===== config.mk =====
export PLATFORM = sky130hd
export DESIGN_NAME = lslf_ctrl
export DESIGN_NICKNAME = d
export VERILOG_FILES = /design/src/rtl/core/lslf_pkg.sv /design/src/rtl/core/lslf_ctrl.sv
export VERILOG_INCLUDE_DIRS = /design/src /design/src/rtl/core
export SDC_FILE = /design/constraint.sdc
export NUM_CORES = 1
export LEC_CHECK = 0
export ABC_CLOCK_PERIOD_IN_PS = 5450
export BUFFER_PORTS_ARGS = -buffer_cell sky130_fd_sc_hd__buf_2
export CAP_MARGIN = 20
export CELL_PAD_IN_SITES_DETAIL_PLACEMENT = 1
export CELL_PAD_IN_SITES_GLOBAL_PLACEMENT = 1
export CORE_MARGIN = 5
export CORE_UTILIZATION = 42
export DETAILED_ROUTE_END_ITERATION = 10
export PLACE_DENSITY_LB_ADDON = 0.1
export SYNTH_ARGS = -nofsm -noshare
export SYNTH_HDL_FRONTEND = slang
export SYNTH_SLANG_ARGS = --single-unit

===== constraint.sdc =====
create_clock -name clk -period 5.45 [get_ports clk]
set_clock_uncertainty 0.05 [all_clocks]
set_input_delay 0.2725 -clock clk [delete_from_list [all_inputs] [get_ports clk]]
set_output_delay 0.2725 -clock clk [all_outputs]
set_load 0.05 [all_outputs]

===== src/rtl/core/least_squares_linear_fit_defines.svh =====
// Assertion macros for the least squares fit block.
// Each use expects signals named clk and rst_n in scope.
`ifndef LEAST_SQUARES_LINEAR_FIT_DEFINES_SVH
`define LEAST_SQUARES_LINEAR_FIT_DEFINES_SVH

`ifndef SYNTHESIS
`define LSLF_ASSERT(lbl, prop) \
    lbl: assert property (@(posedge clk) disable iff (!rst_n) prop) \
        else $error("lslf assertion failed");
`define LSLF_ASSERT_MSG(lbl, prop, msg) \
    lbl: assert property (@(posedge clk) disable iff (!rst_n) prop) \
        else $error(msg);
`else
`define LSLF_ASSERT(lbl, prop)
`define LSLF_ASSERT_MSG(lbl, prop, msg)
`endif

`endif


===== src/rtl/core/lslf_pkg.sv =====
package lslf_pkg;

    localparam int NUM_TERMS  = 4;
    localparam int GRAM_DEPTH = NUM_TERMS * (NUM_TERMS + 1) / 2;
    localparam int WM_DEPTH   = 32;

    localparam logic [63:0] WMAX       = 64'h7FFF_FFFF_FFFF_FFFF;
    localparam logic [63:0] Q32_ONE    = 64'h0000_0001_0000_0000;
    localparam logic signed [63:0] LOAD_LIM = 64'sd140737488355327;

    localparam logic [2:0]  TERMS_RESET     = 3'd4;
    localparam logic [15:0] MIN_PIVOT_RESET = 16'd1;

    // register indexes (paddr[2])
    localparam logic REG_TERMS_USED = 1'b0;
    localparam logic REG_MIN_PIVOT  = 1'b1;

    localparam logic [6:0] DIV_LAST_STEP = 7'd95;

    typedef struct packed {
        logic signed [15:0] term_0;
        logic signed [15:0] term_1;
        logic signed [15:0] term_2;
        logic signed [15:0] term_3;
        logic signed [15:0] target;
        logic               last_sample;
    } sample_t;

    typedef struct packed {
        logic [1:0]         coef_index;
        logic signed [31:0] coef_value;
        logic               coef_last;
        logic               singular;
    } coef_t;

    typedef enum logic [4:0] {
        S_IDLE,
        S_DRAIN,
        S_LOAD,
        S_PV_RD,
        S_PV_CMP,
        S_PV_CHK,
        S_SW_RD,
        S_SW_W1,
        S_SW_W2,
        S_P_RD,
        S_P_LD,
        S_DV_RD,
        S_DV_GO,
        S_DV_WT,
        S_DV_ONE,
        S_F_RD,
        S_F_LD,
        S_EL_RD,
        S_EL_GO,
        S_EL_WT,
        S_EL_ZERO,
        S_O_RD,
        S_O_EM,
        S_SING,
        S_DONE
    } state_t;

    typedef enum logic [2:0] {
        WR_LOAD,
        WR_RD0,
        WR_RD1,
        WR_DIV,
        WR_SUB,
        WR_ONE,
        WR_ZERO
    } wsel_t;

    typedef struct packed {
        logic       accum;
        logic       clear_sums;
        logic [1:0] row;
        logic [2:0] col;
        logic       load_cross;
        logic       rd0_en;
        logic [4:0] rd0_addr;
        logic       rd1_en;
        logic [4:0] rd1_addr;
        logic       wr_en;
        logic [4:0] wr_addr;
        wsel_t      wr_sel;
        logic       pv_clr;
        logic       pv_upd;
        logic       p_ld;
        logic       f_ld;
        logic       div_go;
        logic       mul_go;
        logic       emit;
        logic       emit_last;
        logic       emit_sing;
    } cmd_t;

    typedef struct packed {
        logic       pv_ok;
        logic [1:0] pv_row;
        logic       div_done;
        logic       mul_done;
    } status_t;

    // packed lower triangle index of (i,j)
    function automatic logic [3:0] gram_idx(input logic [1:0] i, input logic [1:0] j);
        logic [1:0] hi;
        logic [1:0] lo;
        logic [3:0] base;
        hi = (i > j) ? i : j;
        lo = (i > j) ? j : i;
        case (hi)
            2'd0: base = 4'd0;
            2'd1: base = 4'd1;
            2'd2: base = 4'd3;
            2'd3: base = 4'd6;
            default: base = 4'd0;
        endcase
        return base + {2'b00, lo};
    endfunction

    function automatic logic [63:0] mag64(input logic [63:0] v);
        return v[63] ? (~v + 64'd1) : v;
    endfunction

    // Q16.16 sum to Q32.32, saturated
    function automatic logic [63:0] to_q32(input logic [63:0] u);
        logic signed [63:0] s;
        s = u;
        if (s > LOAD_LIM)
            return WMAX;
        else if (s < -LOAD_LIM)
            return ~WMAX + 64'd1;
        else
            return {u[47:0], 16'h0000};
    endfunction

    function automatic logic [31:0] to_q16(input logic [63:0] w);
        logic [63:0] m;
        m = mag64(w) >> 16;
        if (w[63]) begin
            if (m > 64'h8000_0000)
                m = 64'h8000_0000;
            return ~m[31:0] + 32'd1;
        end
        if (m > 64'h7FFF_FFFF)
            m = 64'h7FFF_FFFF;
        return m[31:0];
    endfunction

    function automatic logic [63:0] qsub(input logic [63:0] a, input logic [63:0] b);
        logic signed [64:0] d;
        d = $signed({a[63], a}) - $signed({b[63], b});
        if (d > $signed({1'b0, WMAX}))
            return WMAX;
        else if (d < -$signed({1'b0, WMAX}))
            return ~WMAX + 64'd1;
        else
            return d[63:0];
    endfunction

endpackage


===== src/rtl/core/lslf_ctrl.sv =====
`include "least_squares_linear_fit_defines.svh"

// Sequencer for accumulation, Gauss-Jordan solve and result output.
module lslf_ctrl (
    input  logic              clk,
    input  logic              rst_n,
    input  logic              start,
    input  logic              last_sample,
    input  logic [2:0]        terms_used,
    input  lslf_pkg::status_t status,
    output logic              busy,
    output lslf_pkg::cmd_t    cmd
);
    import lslf_pkg::*;

    state_t     state_reg, state_next;
    logic [1:0] c_reg, c_next;
    logic [1:0] r_reg, r_next;
    logic [2:0] k_reg, k_next;
    logic       back_reg, back_next;
    logic [2:0] n;
    logic [2:0] c_ext, r_ext;
    logic       col_end, row_more;

    // 0 counts as 1, above the term count as the term count
    assign n = (terms_used == 3'd0) ? 3'd1 :
               (terms_used > 3'(NUM_TERMS)) ? 3'(NUM_TERMS) : terms_used;
    assign c_ext = {1'b0, c_reg};
    assign r_ext = {1'b0, r_reg};
    assign row_more = back_reg ? (r_ext + 3'd1 < c_ext) : (r_ext + 3'd1 < n);

    always_ff @(posedge clk or negedge rst_n)
    begin
        if (!rst_n) begin
            state_reg <= S_IDLE;
            c_reg     <= 2'd0;
            r_reg     <= 2'd0;
            k_reg     <= 3'd0;
            back_reg  <= 1'b0;
        end else begin
            state_reg <= state_next;
            c_reg     <= c_next;
            r_reg     <= r_next;
            k_reg     <= k_next;
            back_reg  <= back_next;
        end
    end

    always_comb
    begin
        state_next = state_reg;
        c_next     = c_reg;
        r_next     = r_reg;
        k_next     = k_reg;
        back_next  = back_reg;
        col_end    = 1'b0;
        case (state_reg)
            S_IDLE:
                if (start && last_sample)
                    state_next = S_DRAIN;
            S_DRAIN:
            begin
                r_next     = 2'd0;
                k_next     = 3'd0;
                state_next = S_LOAD;
            end
            S_LOAD:
                if (k_reg == n) begin
                    k_next = 3'd0;
                    if (r_ext == n - 3'd1) begin
                        c_next     = 2'd0;
                        r_next     = 2'd0;
                        back_next  = 1'b0;
                        state_next = S_PV_RD;
                    end else begin
                        r_next = r_reg + 2'd1;
                    end
                end else begin
                    k_next = k_reg + 3'd1;
                end
            S_PV_RD:
                state_next = S_PV_CMP;
            S_PV_CMP:
                if (r_ext == n - 3'd1)
                    state_next = S_PV_CHK;
                else begin
                    r_next     = r_reg + 2'd1;
                    state_next = S_PV_RD;
                end
            S_PV_CHK:
                if (!status.pv_ok)
                    state_next = S_SING;
                else if (status.pv_row != c_reg) begin
                    k_next     = 3'd0;
                    state_next = S_SW_RD;
                end else begin
                    state_next = S_P_RD;
                end
            S_SW_RD:
                state_next = S_SW_W1;
            S_SW_W1:
                state_next = S_SW_W2;
            S_SW_W2:
                if (k_reg == n)
                    state_next = S_P_RD;
                else begin
                    k_next     = k_reg + 3'd1;
                    state_next = S_SW_RD;
                end
            S_P_RD:
                state_next = S_P_LD;
            S_P_LD:
            begin
                k_next     = c_ext + 3'd1;
                state_next = S_DV_RD;
            end
            S_DV_RD:
                state_next = S_DV_GO;
            S_DV_GO:
                state_next = S_DV_WT;
            S_DV_WT:
                if (status.div_done) begin
                    if (k_reg == n)
                        state_next = S_DV_ONE;
                    else begin
                        k_next     = k_reg + 3'd1;
                        state_next = S_DV_RD;
                    end
                end
            S_DV_ONE:
                if (c_ext + 3'd1 < n) begin
                    r_next     = c_reg + 2'd1;
                    state_next = S_F_RD;
                end else begin
                    col_end = 1'b1;
                end
            S_F_RD:
                state_next = S_F_LD;
            S_F_LD:
            begin
                k_next     = c_ext + 3'd1;
                state_next = S_EL_RD;
            end
            S_EL_RD:
                state_next = S_EL_GO;
            S_EL_GO:
                state_next = S_EL_WT;
            S_EL_WT:
                if (status.mul_done) begin
                    if (k_reg == n)
                        state_next = S_EL_ZERO;
                    else begin
                        k_next     = k_reg + 3'd1;
                        state_next = S_EL_RD;
                    end
                end
            S_EL_ZERO:
                if (row_more) begin
                    r_next     = r_reg + 2'd1;
                    state_next = S_F_RD;
                end else begin
                    col_end = 1'b1;
                end
            S_O_RD:
                state_next = S_O_EM;
            S_O_EM:
                if (r_ext == n - 3'd1)
                    state_next = S_DONE;
                else begin
                    r_next     = r_reg + 2'd1;
                    state_next = S_O_RD;
                end
            S_SING:
                state_next = S_DONE;
            S_DONE:
                state_next = S_IDLE;
            default:
                state_next = S_IDLE;
        endcase

        // column finished: next forward pivot, start of back pass, or output
        if (col_end) begin
            r_next = 2'd0;
            if (c_ext == n - 3'd1) begin
                if (back_reg || (n == 3'd1))
                    state_next = S_O_RD;
                else begin
                    back_next  = 1'b1;
                    c_next     = 2'd1;
                    state_next = S_F_RD;
                end
            end else begin
                c_next = c_reg + 2'd1;
                if (back_reg)
                    state_next = S_F_RD;
                else begin
                    r_next     = c_reg + 2'd1;
                    state_next = S_PV_RD;
                end
            end
        end
    end

    always_comb
    begin
        cmd            = '0;
        cmd.wr_sel     = WR_ZERO;
        cmd.row        = r_reg;
        cmd.col        = k_reg;
        cmd.load_cross = (k_reg == n);
        cmd.accum      = start && (state_reg == S_IDLE);
        busy           = (state_reg != S_IDLE);
        case (state_reg)
            S_LOAD:
            begin
                cmd.wr_en   = 1'b1;
                cmd.wr_addr = {r_reg, k_reg};
                cmd.wr_sel  = WR_LOAD;
            end
            S_PV_RD:
            begin
                cmd.rd0_en   = 1'b1;
                cmd.rd0_addr = {r_reg, c_ext};
                cmd.pv_clr   = (r_reg == c_reg);
            end
            S_PV_CMP:
                cmd.pv_upd = 1'b1;
            S_SW_RD:
            begin
                cmd.rd0_en   = 1'b1;
                cmd.rd0_addr = {c_reg, k_reg};
                cmd.rd1_en   = 1'b1;
                cmd.rd1_addr = {status.pv_row, k_reg};
            end
            S_SW_W1:
            begin
                cmd.wr_en   = 1'b1;
                cmd.wr_addr = {c_reg, k_reg};
                cmd.wr_sel  = WR_RD1;
            end
            S_SW_W2:
            begin
                cmd.wr_en   = 1'b1;
                cmd.wr_addr = {status.pv_row, k_reg};
                cmd.wr_sel  = WR_RD0;
            end
            S_P_RD:
            begin
                cmd.rd0_en   = 1'b1;
                cmd.rd0_addr = {c_reg, c_ext};
            end
            S_P_LD:
                cmd.p_ld = 1'b1;
            S_DV_RD:
            begin
                cmd.rd0_en   = 1'b1;
                cmd.rd0_addr = {c_reg, k_reg};
            end
            S_DV_GO:
                cmd.div_go = 1'b1;
            S_DV_WT:
            begin
                cmd.wr_en   = status.div_done;
                cmd.wr_addr = {c_reg, k_reg};
                cmd.wr_sel  = WR_DIV;
            end
            S_DV_ONE:
            begin
                cmd.wr_en   = 1'b1;
                cmd.wr_addr = {c_reg, c_ext};
                cmd.wr_sel  = WR_ONE;
            end
            S_F_RD:
            begin
                cmd.rd0_en   = 1'b1;
                cmd.rd0_addr = {r_reg, c_ext};
            end
            S_F_LD:
                cmd.f_ld = 1'b1;
            S_EL_RD:
            begin
                cmd.rd0_en   = 1'b1;
                cmd.rd0_addr = {c_reg, k_reg};
                cmd.rd1_en   = 1'b1;
                cmd.rd1_addr = {r_reg, k_reg};
            end
            S_EL_GO:
                cmd.mul_go = 1'b1;
            S_EL_WT:
            begin
                cmd.wr_en   = status.mul_done;
                cmd.wr_addr = {r_reg, k_reg};
                cmd.wr_sel  = WR_SUB;
            end
            S_EL_ZERO:
            begin
                cmd.wr_en   = 1'b1;
                cmd.wr_addr = {r_reg, c_ext};
                cmd.wr_sel  = WR_ZERO;
            end
            S_O_RD:
            begin
                cmd.rd0_en   = 1'b1;
                cmd.rd0_addr = {r_reg, n};
            end
            S_O_EM:
            begin
                cmd.emit      = 1'b1;
                cmd.emit_last = (r_ext == n - 3'd1);
            end
            S_SING:
            begin
                cmd.emit      = 1'b1;
                cmd.emit_last = 1'b1;
                cmd.emit_sing = 1'b1;
                cmd.row       = 2'd0;
            end
            S_DONE:
                cmd.clear_sums = 1'b1;
            default:
                cmd.accum = cmd.accum;
        endcase
    end

    `LSLF_ASSERT(a_accum_idle, cmd.accum |-> (state_reg == S_IDLE))
    `LSLF_ASSERT(a_div_wait, (state_reg == S_DV_WT) && !status.div_done |=> (state_reg == S_DV_WT))
    `LSLF_ASSERT(a_last_done, cmd.emit && cmd.emit_last |=> (state_reg == S_DONE))
    `LSLF_ASSERT_MSG(a_sing_path, (state_reg == S_PV_CHK) && !status.pv_ok |=> (state_reg == S_SING), "small pivot not flagged")

endmodule

Word-level counts from Yosys, hierarchy flattened
Index checks and enable logic that the tools add are counted.
- bits in registers: 13
- input bits: 12
- logic and storage cells: 138
- add/subtract/negate cells: 6
- $lt $le $gt $ge: 4
- equality and inequality tests: 42
- mux-type cells: 66
- reductions and logical operators: 15
- operators by type and width (operator ; number):
    5-bit case mux with 24 select lines ; 1
    9-bit case mux with 7 select lines ; 1
    5-bit 2-to-1 mux ; 11
    5-bit == test (second input constant) ; 9
    5-bit by 4-bit == test with 1-bit output (second input constant) ; 8
    3-bit 2-to-1 mux ; 11
    2-bit 2-to-1 mux ; 15
    3-bit != test (second input constant) ; 8
    6-bit case mux with 4 select lines ; 1
    3-bit case mux with 7 select lines ; 1
    5-bit by 3-bit == test with 1-bit output (second input constant) ; 4
    1-bit 2-to-1 mux ; 17
    4-bit 2-to-1 mux ; 4
    6-bit case mux with 2 select lines ; 1
    5-bit by 2-bit == test with 1-bit output (second input constant) ; 2
    2-bit case mux with 5 select lines ; 1
    5-bit AND reduction ; 2
    2-bit != test (second input constant) ; 4
    7-bit AND reduction ; 1
    7-bit nonzero test ; 1
    2-bit by 1-bit adder with 3-bit output (second input constant) ; 2
    2-bit by 3-bit == test with 1-bit output ; 2
    3-bit < comparator ; 2
    6-bit nonzero test ; 1
    19 further kinds ; 23

Longest topological paths before layout
Gate-level depths: netlist of run 1.
- depth after elaboration: 11
- depth in mapped cells: 10
- depth with buffers taken out: 10

Worst setup path after synthesis of run 1
No wires, ideal clock.
- path type: register to output
- start point: reg state_reg[2]
- end point: out cmd[34] (netlist bit)
- arrival: 2455 ps
- path slack: 2672 ps
- cell stages (with the launch flop): 9
- buffers on the path: 3
- cell sequence: dfrtp_1 -> buf_4 -> buf_2 -> buf_2 -> nand2_1 -> nor2_1 -> nand2_1 -> inv_1 -> nor2_1
- RTL lines (what ; line ; text):
    start: declaration ; lslf_ctrl.sv:16 ; state_t state_reg, state_next;
    start signal: assignment ; lslf_ctrl.sv:41 ; state_reg <= state_next;
    end: declaration ; lslf_ctrl.sv:12 ; output lslf_pkg::cmd_t cmd

==> flow_metrics.env, run 1 <==
export IMPL_vias_per_cell=6.17
export IMPL_preCtsSetupSlack_ns=2.68
export IMPL_rr_endpoint="r_reg[0]$_DFFE_PN0P_"
export IMPL_hold_viol_final=0
export IMPL_grt_antenna_before_repair=0
export IMPL_drv_cap=0
export IMPL_grt_pass1_vias=2603
export IMPL_syn2layout_area_growth_pct=12.1
export IMPL_ys_top_cells_by_area="dfrtp_1, nor2_1, ha_1, nand2_1, a21oi_1"
export IMPL_cts_buffer_depth=2
export IMPL_p_sw_share_pct=63.2
export IMPL_drc_errors=0
export IMPL_ir_drop_mv=0.218
export IMPL_top_layer="met4"
export IMPL_max_freq_mhz=323
export IMPL_route_met3_wl_microns=534
export IMPL_via_count=2590
export IMPL_r2r_cells=8
export IMPL_clock_latency_ns=0.25
export IMPL_slew_limit_headroom_pct=30.5
export IMPL_num_nets_final=376
export IMPL_p_seq_share_pct=17.1
export IMPL_cp_arrival_ns=2.78
export IMPL_wire_per_inst_microns=20.2
export IMPL_synthTopCellsByCount="nor2_1, nand2_1, a21oi_1"
export IMPL_initial_core_util_pct=43.6
export IMPL_synth_most_common_cell="nor2_1"
export IMPL_ys_ff_latch=13
export IMPL_ys_flop_type="dfrtp_1"
export IMPL_max_slew_worst_pin_slew_ns=1.04
export IMPL_antenna_cells=0
export IMPL_drt_met1_wl_mm=3.95
export IMPL_drtPass1Iterations=5
export IMPL_crit_end="cmd[25]"
export IMPL_die_y_microns=83.3
export IMPL_yosysTopAreaCell="dfrtp_1"
export IMPL_drt_initial_drc_count=228
export IMPL_cts_tree="yes"
export IMPL_grt_overflow_total=0
export IMPL_setup_violations_final=0
export IMPL_cts_sinks=13
export IMPL_min_period_ns=3.10
export IMPL_netlist_area_leader_share_pct=14.4
export IMPL_syn_cell_area_sq_um=2260
export IMPL_die_w_microns=83.3
export IMPL_p_int_uw=535
export IMPL_synthesis_nets=339
export IMPL_status="finished, final reports clean"
export IMPL_gp_congestion=0.936
export IMPL_grt_pass1_wl_mm=13.8
export IMPL_p_comb_share_pct=76.8
export IMPL_cts_resized=0
export IMPL_rsz0062_at_grt="no"
export IMPL_final_setup_tns_ns=0
export IMPL_seq_area_frac_synth_pct=14.4
export IMPL_cts_root_buf="clkbuf_8"
export IMPL_postCtsHoldBufs=1
export IMPL_worstPathMaxFanout=30
export IMPL_p_leak_uw=0.00119
export IMPL_worst_slack_ns=2.35
export IMPL_largest_reg_flops=5
export IMPL_grt_util_all_layers_pct=24.0
export IMPL_rows=26
export IMPL_synth_edf_count=0
export IMPL_worstPathRequired_ns=5.13
export IMPL_core_area_sq_um=5170
export IMPL_drive_gt1_share_pct=21.4
export IMPL_yosysUniqueCellTypes=68
export IMPL_syn_instance_count=314
export IMPL_path_class="flop to output port"
export IMPL_p_per_area_nw_per_um2=574
export IMPL_met2_length_mm=3.83
export IMPL_async_flop_share_pct=100
export IMPL_dp_final_hpwl_mm=6.62
export IMPL_syn_mean_instance_area_sq_um=7.19
export IMPL_end_kind="output port"
export IMPL_holdWs_ns=0.389
export IMPL_fp_dieArea_sq_um=6940
export IMPL_post_cts_repair_setup_buffers=0
export IMPL_port_buffers=50
export IMPL_startpoint="state_reg[0]$_DFFE_PN0P_"
export IMPL_r2r_slack_ns=2.68
export IMPL_grt_max_degree=31
export IMPL_path_clk_slew_ns=0.05
export IMPL_drt_wl_total_mm=8.49
export IMPL_numCtsBuffers=3
export IMPL_fin_crit_sh_pct=56.9
export IMPL_route_antenna_remaining_nets=0
export IMPL_ys_warn_count=0
export IMPL_p_clk_share_pct=6.1
export IMPL_start_kind="flop"
export IMPL_maxSlewViolCount=0
export IMPL_io_pins=51
export IMPL_rr_startpoint="c_reg[0]$_DFF_PN0_"
export IMPL_h_tree_depth=1
export IMPL_hp_class="input pin to flop"
export IMPL_netSwitchingPower_uw=919
-- cell usage in the layout, fill, tap and decap left out, types with 3 or more instances in the layout --
master and n:
and2_1 6, and3_1 3, a22oi_1 6, xnor2_1 5, inv_2 3, or3_1 4
o32a_1 3, nor3_1 5, o21ai_0 16, a211oi_1 3, a21oi_1 20, buf_2 50
nand2b_1 4, nor2_1 42, o32ai_1 5, a22o_1 5, clkbuf_8 3, o22ai_1 5
inv_1 19, ha_1 12, dfrtp_1 13, a32oi_1 6, xor2_1 5, o21a_1 3
nand2_1 27, nor2b_1 4, nand3b_1 3, nand3_1 9, o21ai_1 9
-- layer usage --
layer	track usage (%)	up-vias
li1	-	1222
met1	33.4	1241
met2	37.5	111
met3	4.46	16
met4	6.84	0
met5	0	-
-- cell families after synthesis --
family	Yosys count	share of synthesized area (%)
xor+xnor	10	3.88
flops	13	14.4
fa+ha+maj	13	7.54
mux	3	1.61
compound gates	104	32.6
buf+inv	43	9.59
simple gates	128	30.3
-- final cells by class --
cell class | count | area, sq um
clock buffer | 4 | 45.0
fill | 701 | 2640
inverter | 22 | 82.6
multi-input combinational | 258 | 1720
sequential | 13 | 325
tap | 70 | 87.6
timing repair buffer | 53 | 275
-- metrics by stage --
step | instances | instance area (sq um) | total power, uW | utilization, %
after CTS | 420 | 2530 | 1440 | 48.9
after floorplan | 314 | 2260 | 1100 | -
after global routing | 420 | 2530 | 1550 | 48.9
after global placement | 415 | 2480 | 1340 | 47.9
final | 420 | 2530 | 1450 | 48.9
after detailed placement | 415 | 2480 | 1350 | 47.9
-- worst min path at each step --
stage | startpoint | end | slack [ns] | cells past startpoint
after floorplan | rst_n | back_reg$_DFF_PN0_ | -0.07 | 0
after global placement | rst_n | state_reg[4]$_DFFE_PN0P_ | 0.15 | 1
after detailed placement | rst_n | state_reg[3]$_DFFE_PN0P_ | 0.15 | 1
after CTS | status[1] | state_reg[2]$_DFFE_PN0P_ | 0.37 | 3
after global routing | status[1] | state_reg[2]$_DFFE_PN0P_ | 0.40 | 3
final | status[1] | state_reg[2]$_DFFE_PN0P_ | 0.39 | 3
-- worst max-delay path, cell delays in order (launching register included) --
cell     delay (ns)
dfrtp_1        1.03
inv_2          0.19
nor2_1         0.27
nand3_1        0.27
o21ai_1        0.25
a22oi_1        0.14
o31ai_1        0.08
buf_2          0.30
-- power by group through the flow --
stage	Combinational, uW	Sequential [uW]	Clock [uW]
floorplan	922	180	0
global placement	1090	244	0
detailed placement	1100	247	0
CTS	1110	244	90.9
global route	1200	258	96.4
finish	1120	248	88.3
Note: power is estimated with default switching activity, not from simulation.
==> inputs of run 2 (changes only) <==
--- a/config.mk
+++ b/config.mk
@@ -6,13 +6,13 @@
 export SDC_FILE = /design/constraint.sdc
 export NUM_CORES = 1
 export LEC_CHECK = 0
-export ABC_CLOCK_PERIOD_IN_PS = 5450
+export ABC_CLOCK_PERIOD_IN_PS = 2600
 export BUFFER_PORTS_ARGS = -buffer_cell sky130_fd_sc_hd__buf_2
 export CAP_MARGIN = 20
 export CELL_PAD_IN_SITES_DETAIL_PLACEMENT = 1
 export CELL_PAD_IN_SITES_GLOBAL_PLACEMENT = 1
 export CORE_MARGIN = 5
-export CORE_UTILIZATION = 42
+export CORE_UTILIZATION = 36
 export DETAILED_ROUTE_END_ITERATION = 10
 export PLACE_DENSITY_LB_ADDON = 0.1
 export SYNTH_ARGS = -nofsm -noshare
==> constraint.sdc (replaced) <==
create_clock -name clk -period 2.6 [get_ports clk]
set_clock_uncertainty 0.05 [all_clocks]
set_input_delay 0.13 -clock clk [delete_from_list [all_inputs] [get_ports clk]]
set_output_delay 0.13 -clock clk [all_outputs]
set_load 0.05 [all_outputs]
==> flow_metrics.env, run 2 (synthesis results as in run 1) <==
export IMPL_dp_final_hpwl_mm=7.50
export IMPL_grt_overflow_total=0
export IMPL_cts_root_buf="clkbuf_8"
export IMPL_cts_sinks=13
export IMPL_wire_per_inst_microns=20.6
export IMPL_grt_antenna_before_repair=0
export IMPL_drt_wl_total_mm=9.22
export IMPL_drc_errors=0
export IMPL_setup_violations_final=0
export IMPL_num_nets_final=398
export IMPL_die_y_microns=89.2
export IMPL_largest_reg_flops=5
export IMPL_slew_limit_headroom_pct=59.7
export IMPL_p_per_area_nw_per_um2=1200
export IMPL_via_count=2703
export IMPL_gp_congestion=0.955
export IMPL_drv_cap=0
export IMPL_path_clk_slew_ns=0.07
export IMPL_max_slew_worst_pin_slew_ns=0.595
export IMPL_port_buffers=50
export IMPL_io_pins=51
export IMPL_hp_class="input pin to asynchronous set/reset pin"
export IMPL_drt_initial_drc_count=144
export IMPL_maxSlewViolCount=0
export IMPL_clock_latency_ns=0.25
export IMPL_ir_drop_mv=0.544
export IMPL_cts_tree="yes"
export IMPL_hold_viol_final=0
export IMPL_numCtsBuffers=3
export IMPL_fin_area_sq_um=2710
export IMPL_max_freq_mhz=399
export IMPL_layout_commonest_cell="buf_2"
export IMPL_syn2layout_area_growth_pct=20.2
export IMPL_cp_arrival_ns=2.33
export IMPL_drtPass1Iterations=4
export IMPL_final_setup_tns_ns=0
export IMPL_fin_crit_sh_pct=96.5
export IMPL_fp_dieArea_sq_um=7950
export IMPL_vias_per_cell=6.05
export IMPL_grt_pass1_wl_mm=14.7
export IMPL_core_area_sq_um=6030
export IMPL_fin_util_pct=45.0
export IMPL_path_class="flop to output port"
export IMPL_worstPathMaxFanout=12
export IMPL_antenna_cells=0
export IMPL_post_cts_repair_setup_buffers=0
export IMPL_min_period_ns=2.51
export IMPL_start_kind="flop"
export IMPL_end_kind="output port"
export IMPL_rsz0062_at_grt="no"
export IMPL_holdWs_ns=0.259
export IMPL_route_antenna_remaining_nets=0
export IMPL_cts_buffer_depth=2
export IMPL_p_leak_uw=0.00130
export IMPL_grt_pass1_vias=2781
export IMPL_status="finished, final reports clean"
export IMPL_placed_cell_area_sq_um=2650
export IMPL_worstPathRequired_ns=2.42
export IMPL_h_tree_depth=1
export IMPL_drive_gt1_share_pct=26.9
export IMPL_grt_util_all_layers_pct=24.0
export IMPL_rows=28
export IMPL_initial_core_util_pct=37.5
export IMPL_die_w_microns=89.2
export IMPL_final_cell_mix="buf_2, nor2_1, nand2_1"
export IMPL_grt_max_degree=21
==> run 2: cell types whose count changed in the layout (fill, tap and decap cells not counted) <==
| cell | delta |
|---|---|
| buf_4 | +22 |
| clkbuf_1 | -1 |
| clkinv_2 | +1 |
| dfrtp_1 | -1 |
| dfrtp_2 | +1 |
| nor2_1 | -1 |
| nor2_2 | +1 |
| nor2b_2 | -1 |
| nor2b_4 | +1 |
==> run 2: final timing paths <==
path | cells after the start | end | startpoint | slack [ns]
setup / recovery | 6 | cmd[29] | state_reg[3]$_DFFE_PN0P_ | 0.09
setup reg to reg | 8 | r_reg[0]$_DFFE_PN0P_ | c_reg[1]$_DFF_PN0_ | 0.15
hold reg to reg | 2 | k_reg[2]$_DFFE_PN0P_ | k_reg[2]$_DFFE_PN0P_ | 0.60
max in group asynchronous | 2 | state_reg[1]$_DFFE_PN0P_ | rst_n | 1.97
hold / removal | 2 | state_reg[2]$_DFFE_PN0P_ | rst_n | 0.26
min in group clk | 3 | state_reg[0]$_DFFE_PN0P_ | status[0] | 0.26
==> run 2: layout make-up <==
| type | count | area (sq um) |
|---|---|---|
| clock buffer | 3 | 41.3 |
| clock inverter | 1 | 5.00 |
| fill | 815 | 3310 |
| inverter | 22 | 82.6 |
| multi-input combinational | 258 | 1720 |
| sequential | 13 | 327 |
| tap | 75 | 93.8 |
| timing repair buffer | 75 | 440 |
==> run 2: timing repair <==
| item | 4_1_cts | 5_1_grt |
|---|---|---|
| resized for setup | 0 | 2 |
| hold buffers | 1 | 0 |
| setup endpoints to repair | 0 | 9 |
| hold endpoints to repair | 13 | 0 |
==> run 2: report_power, final <==
part           switching [uW]  total (uW)  internal (uW)
clock network            88.0         194            106
logic                    1750        2620            871
registers                 174         444            270
==> run 2: stage by stage <==
stage,instances,setup slack [ns],total power [uW]
2_1_floorplan,314,0.0455,2310
3_3_place_gp,442,0.229,3010
3_5_place_dp,442,0.177,3030
4_1_cts,447,0.00483,3230
5_1_grt,447,0.00527,3490
6_report,447,0.0913,3260
==> run 2: worst max-delay path: stages (launching register included) <==
cell and delay, ns:
dfrtp_1 0.63, nand2b_1 0.46, buf_4 0.23, nor2_1 0.05, o21a_1 0.21, or2_2 0.27
buf_2 0.21
==> run 2: layer usage <==
layer	wire, microns	vias to the layer above	global-route usage, %
met3	536	18	2.58
met2	4270	102	40.2
met4	119	0	2.44
li1	-	1260	-
met5	0	-	0
met1	4290	1323	34.4
